## config.mk

```make
export PLATFORM = sky130hd
export DESIGN_NAME = smma_fifo
export DESIGN_NICKNAME = d
export VERILOG_FILES = /design/src/sv/smma_fifo.sv
export SDC_FILE = /design/constraint.sdc
export NUM_CORES = 1
export LEC_CHECK = 0
export BUFFER_PORTS_ARGS = -buffer_cell sky130_fd_sc_hd__buf_2
export CAP_MARGIN = 15
export CORE_MARGIN = 10
export CORE_UTILIZATION = 45
export CTS_CLUSTER_SIZE = 28
export DETAILED_ROUTE_END_ITERATION = 8
export PLACE_DENSITY_LB_ADDON = 0.1
export RECOVER_POWER = 100
export SLEW_MARGIN = 30
export SYNTH_ARGS = -nofsm -noshare
export SYNTH_HDL_FRONTEND = slang
export SYNTH_SLANG_ARGS = --single-unit
```

## constraint.sdc

```tcl
create_clock -name clk -period 2.2 [get_ports clk]
set_input_delay 0.11 -clock clk [delete_from_list [all_inputs] [get_ports clk]]
set_output_delay 0.11 -clock clk [all_outputs]
set_load 0.02 [all_outputs]
```

## src/sv/smma_fifo.sv

```systemverilog
// small first-in first-out queue of packed items
module smma_fifo #(
    parameter type T     = logic,
    parameter int  DEPTH = 4
) (
    input  logic clk,
    input  logic rst_n,
    input  logic wr_en,
    input  T     wr_data,
    output logic full,
    input  logic rd_en,
    output T     rd_data,
    output logic empty
);

    localparam int PTR_W = (DEPTH > 1) ? $clog2(DEPTH) : 1;
    localparam int CNT_W = $clog2(DEPTH + 1);

    T                 mem [DEPTH];
    logic [PTR_W-1:0] wr_ptr_reg, wr_ptr_next;
    logic [PTR_W-1:0] rd_ptr_reg, rd_ptr_next;
    logic [CNT_W-1:0] cnt_reg, cnt_next;
    logic             do_wr, do_rd;

    assign full    = (cnt_reg == CNT_W'(DEPTH));
    assign empty   = (cnt_reg == '0);
    assign do_wr   = wr_en && !full;
    assign do_rd   = rd_en && !empty;
    assign rd_data = mem[rd_ptr_reg];

    always_comb
    begin
        wr_ptr_next = wr_ptr_reg;
        rd_ptr_next = rd_ptr_reg;
        cnt_next    = cnt_reg;
        if (do_wr)
        begin
            wr_ptr_next = (wr_ptr_reg == PTR_W'(DEPTH - 1)) ? '0 : wr_ptr_reg + 1'b1;
        end
        if (do_rd)
        begin
            rd_ptr_next = (rd_ptr_reg == PTR_W'(DEPTH - 1)) ? '0 : rd_ptr_reg + 1'b1;
        end
        if (do_wr && !do_rd)
        begin
            cnt_next = cnt_reg + 1'b1;
        end
        else if (do_rd && !do_wr)
        begin
            cnt_next = cnt_reg - 1'b1;
        end
    end

    always_ff @(posedge clk or negedge rst_n)
    begin
        if (!rst_n)
        begin
            wr_ptr_reg <= '0;
            rd_ptr_reg <= '0;
            cnt_reg    <= '0;
        end
        else
        begin
            wr_ptr_reg <= wr_ptr_next;
            rd_ptr_reg <= rd_ptr_next;
            cnt_reg    <= cnt_next;
        end
    end

    always_ff @(posedge clk)
    begin
        if (do_wr)
        begin
            mem[wr_ptr_reg] <= wr_data;
        end
    end

endmodule

```

==> run_results.csv <==
group,metric,value,unit
floorplanning,fp.dieArea,0.00319,mm^2
clock_network,cts.sinks,11,
worst_setup_path,crit_top_cell,"xor2_1",
global_routing,grt_usage,0.0665,
cells_and_area,nNetsFinal,67,
floorplanning,start_util,0.466,
worst_hold_path,worstHoldPathType,"input pin to flip-flop",
clock_network,numCtsBuffers,3,
sta,finalSetupTns,0,ns
worst_setup_path,crit_chain,"nor3_2 -> nand2b_2 -> ha_1 -> inv_1 -> fa_1 -> xor2_1 -> nor2_1 -> xor2_1",
drt,ant_nets,0,
clock_network,cts_htree_levels,1,
worst_setup_path,critPathLaunchType,"flip-flop",
drt,vias,330,
global_routing,grt_max_degree,8,
sta,maxSlewHeadroom,0.736,
worst_setup_path,critical-path-top-delay-family,"adder cells",
global_routing,grt_pass1_vias,382,
worst_setup_path,cp.arrival,2.16,ns
synthesis,synth_fp_nets,54,
sta,rsz0062_at_grt,"false",
cells_and_area,fin_area,674,um^2
clock_network,cts.path.max_buffers,2,
synthesis,yosys_warnings,0,
worst_setup_path,path_buf_inv,1,
clock_network,cts_tree,"yes",
synthesis,synth.area.top_cells,"dfrtp_1, edfxtp_1, ha_1",
drt,drt-initial-drc-count,2,
power_and_ir_drop,p_leak,0.298,nW
drt,vias_per_cell,4.78,
worst_setup_path,cp_slowest_cell,"dfrtp_1",
synthesis,synth_xor_area_frac,0.0438,
synthesis,synth-seq-cells,11,
clock_network,clockRootBuffer,"clkbuf_4",
global_routing,antenna_found_initial,0,
floorplanning,num_rows,13,
floorplanning,die_h,56.5,um
power_and_ir_drop,vdd_drop_max,0.000704,V
synthesis,synthAdderAreaFrac,0.159,
synthesis,yosys.area_share.simple,0.123,
power_and_ir_drop,powerDensity,1360,mW/mm^2
synthesis,muxShareOfSynthArea,0.144,
placed_design,dpl_cell_area,654,um^2
floorplanning,core_area,0.00128,mm^2
drt,wl,938,um
cells_and_area,syn_to_final_growth,12.5,%
sta,setup_violations,0,
floorplanning,dieWidth,56.5,um
drt,wire_per_inst,13.6,um
floorplanning,num_io_pins,8,
worst_setup_path,cp_max_fo,4,
sta,slew_violations,0,
synthesis,netlist_top_cells_count,"dfrtp_1, ha_1, and2_2, edfxtp_1",
drt,drc_errors,0,
synthesis,synth_area,599,um^2
synthesis,synth-edff-count,4,
worst_setup_path,crit_type,"flip-flop to flip-flop",
cells_and_area,largest_reg_flops,4,
sta,fin_crit,1.96,ns
worst_setup_path,end_kind,"flip-flop",
sta,fmax,510,MHz
synthesis,yosysTopAreaCell,"dfrtp_1",
synthesis,synth.most_common_cell,"dfrtp_1",
global_routing,grt_pass1_wl,1.64,mm
sta,final_hold_viol_count,0,
clock_network,clock_latency,0.27,ns
synthesis,ys.flop_type,"dfrtp_1",
synthesis,ys_seq_area_frac,0.493,
placed_design,portBuffers,7,
cells_and_area,drive_above_1_share,0.333,
synthesis,synth_top_family_by_area,"adder cells",
synthesis,ys_types,17,
synthesis,syn-instance-count,42,
synthesis,async_flop_share,0.636,
sta,tightestPinTransition,0.397,ns
worst_setup_path,cp.required,2.40,ns
synthesis,synth-compound-area-share,0,
synthesis,synth_top_area_frac,0.292,
worst_setup_path,cpPeakStageDelay,0.45,ns
placed_design,place.gp.congestion,0.702,
sta,worst_clock_skew,0.00488,ns
synthesis,syn_area_per_cell,14.3,um^2
sta,period_share,0.891,
clock_network,clk_pin_slew,0.08,ns
run,max-cap-violations,0,
cells_and_area,antenna_cells,0,
outcome,status,"finished, final reports clean",
global_routing,overflow,0,
drt,drt_pass1_iterations,2,
worst reg2reg max path, cell delays in order (launching register included):
cell and delay (ns):
dfrtp_1 0.45, nor3_2 0.21, nand2b_2 0.19, ha_1 0.19, inv_1 0.06, fa_1 0.37, xor2_1 0.15, nor2_1 0.11
xor2_1 0.15
report_power, final:
group,switching [mW],total (mW),internal [mW]
Clock,0.0720,0.139,0.0674
Combinational,0.181,0.390,0.209
Sequential,0.0855,0.386,0.300
path summary, 6_finish.rpt:
kind,to,depth (start not counted),slack [ns],from
min reg2reg,cnt_reg[2],1,0.52,cnt_reg[2]
max reg2reg,cnt_reg[2],8,0.24,cnt_reg[0]
max,cnt_reg[2],8,0.24,cnt_reg[0]
max in group asynchronous,wr_ptr_reg[1],2,1.65,rst_n
min,mem[2],1,0.12,wr_data
min in group asynchronous,rd_ptr_reg[0],2,0.26,rst_n
cell families (layout without fill, tap and decap cells):
| family | count (synthesis) | in the layout |
|---|---|---|
| multiplexers | 6 | 6 |
| XOR/XNOR | 3 | 3 |
| AND/OR/NAND/NOR | 11 | 11 |
| flip-flops | 11 | 11 |
| adder cells (fa/ha/maj) | 7 | 7 |
| buffers and inverters | 4 | 16 |
layout make-up:
class	count	area [um^2]
Inverter	3	11.3
Fill cell	116	611
Multi-Input combinational cell	27	278
Clock buffer	3	22.5
Clock inverter	1	5.00
Timing Repair Buffer	9	43.8
Tap cell	15	18.8
Sequential cell	11	295
cell usage in the layout (no fill, tap or decap):
master / instances
mux2_2: 3
xor2_1: 2
edfxtp_1: 4
clkbuf_1: 5
mux2_1: 1
mux2_4: 1
dfrtp_1: 7
clkinv_2: 1
nor2_1: 3
xnor2_1: 1
fa_1: 1
and2_2: 4
dlygate4sd3_1: 1
nor3_2: 1
nor3b_1: 1
buf_2: 3
clkbuf_4: 3
nor2b_1: 1
ha_1: 6
inv_1: 3
nand2b_2: 1
mux4_2: 1
through the flow:
stage          std cells  hold WS [ns]  setup slack (ns)  power [mW]  utilization
2_1_floorplan         42        -0.186            0.0898       0.714            -
3_3_place_gp          64       -0.0556             0.328       0.776        0.509
3_5_place_dp          64       -0.0420             0.214       0.819        0.509
4_1_cts               69        0.0578             0.211       0.967        0.538
5_1_grt               69         0.113            0.0816       0.994        0.525
6_report              69         0.121             0.240       0.915        0.525
routing by layer:
layer	wire length, um	GRT usage	vias to the layer above	part of all wire
met2	473	0.100	6	0.50
met1	389	0.0655	156	0.41
met5	0	0	-	0
met4	25	0.0619	0	0.027
li1	-	-	164	-
met3	49	0.0315	4	0.052
timing repair:
| action | CTS | global route |
|---|---|---|
| buffers inserted | 0 | 0 |
| hold buffers | 1 | 0 |
| hold endpoints to repair | 7 | 0 |
| gates resized for setup | 0 | 0 |
No activity file was read; power rests on OpenSTA's default activity.
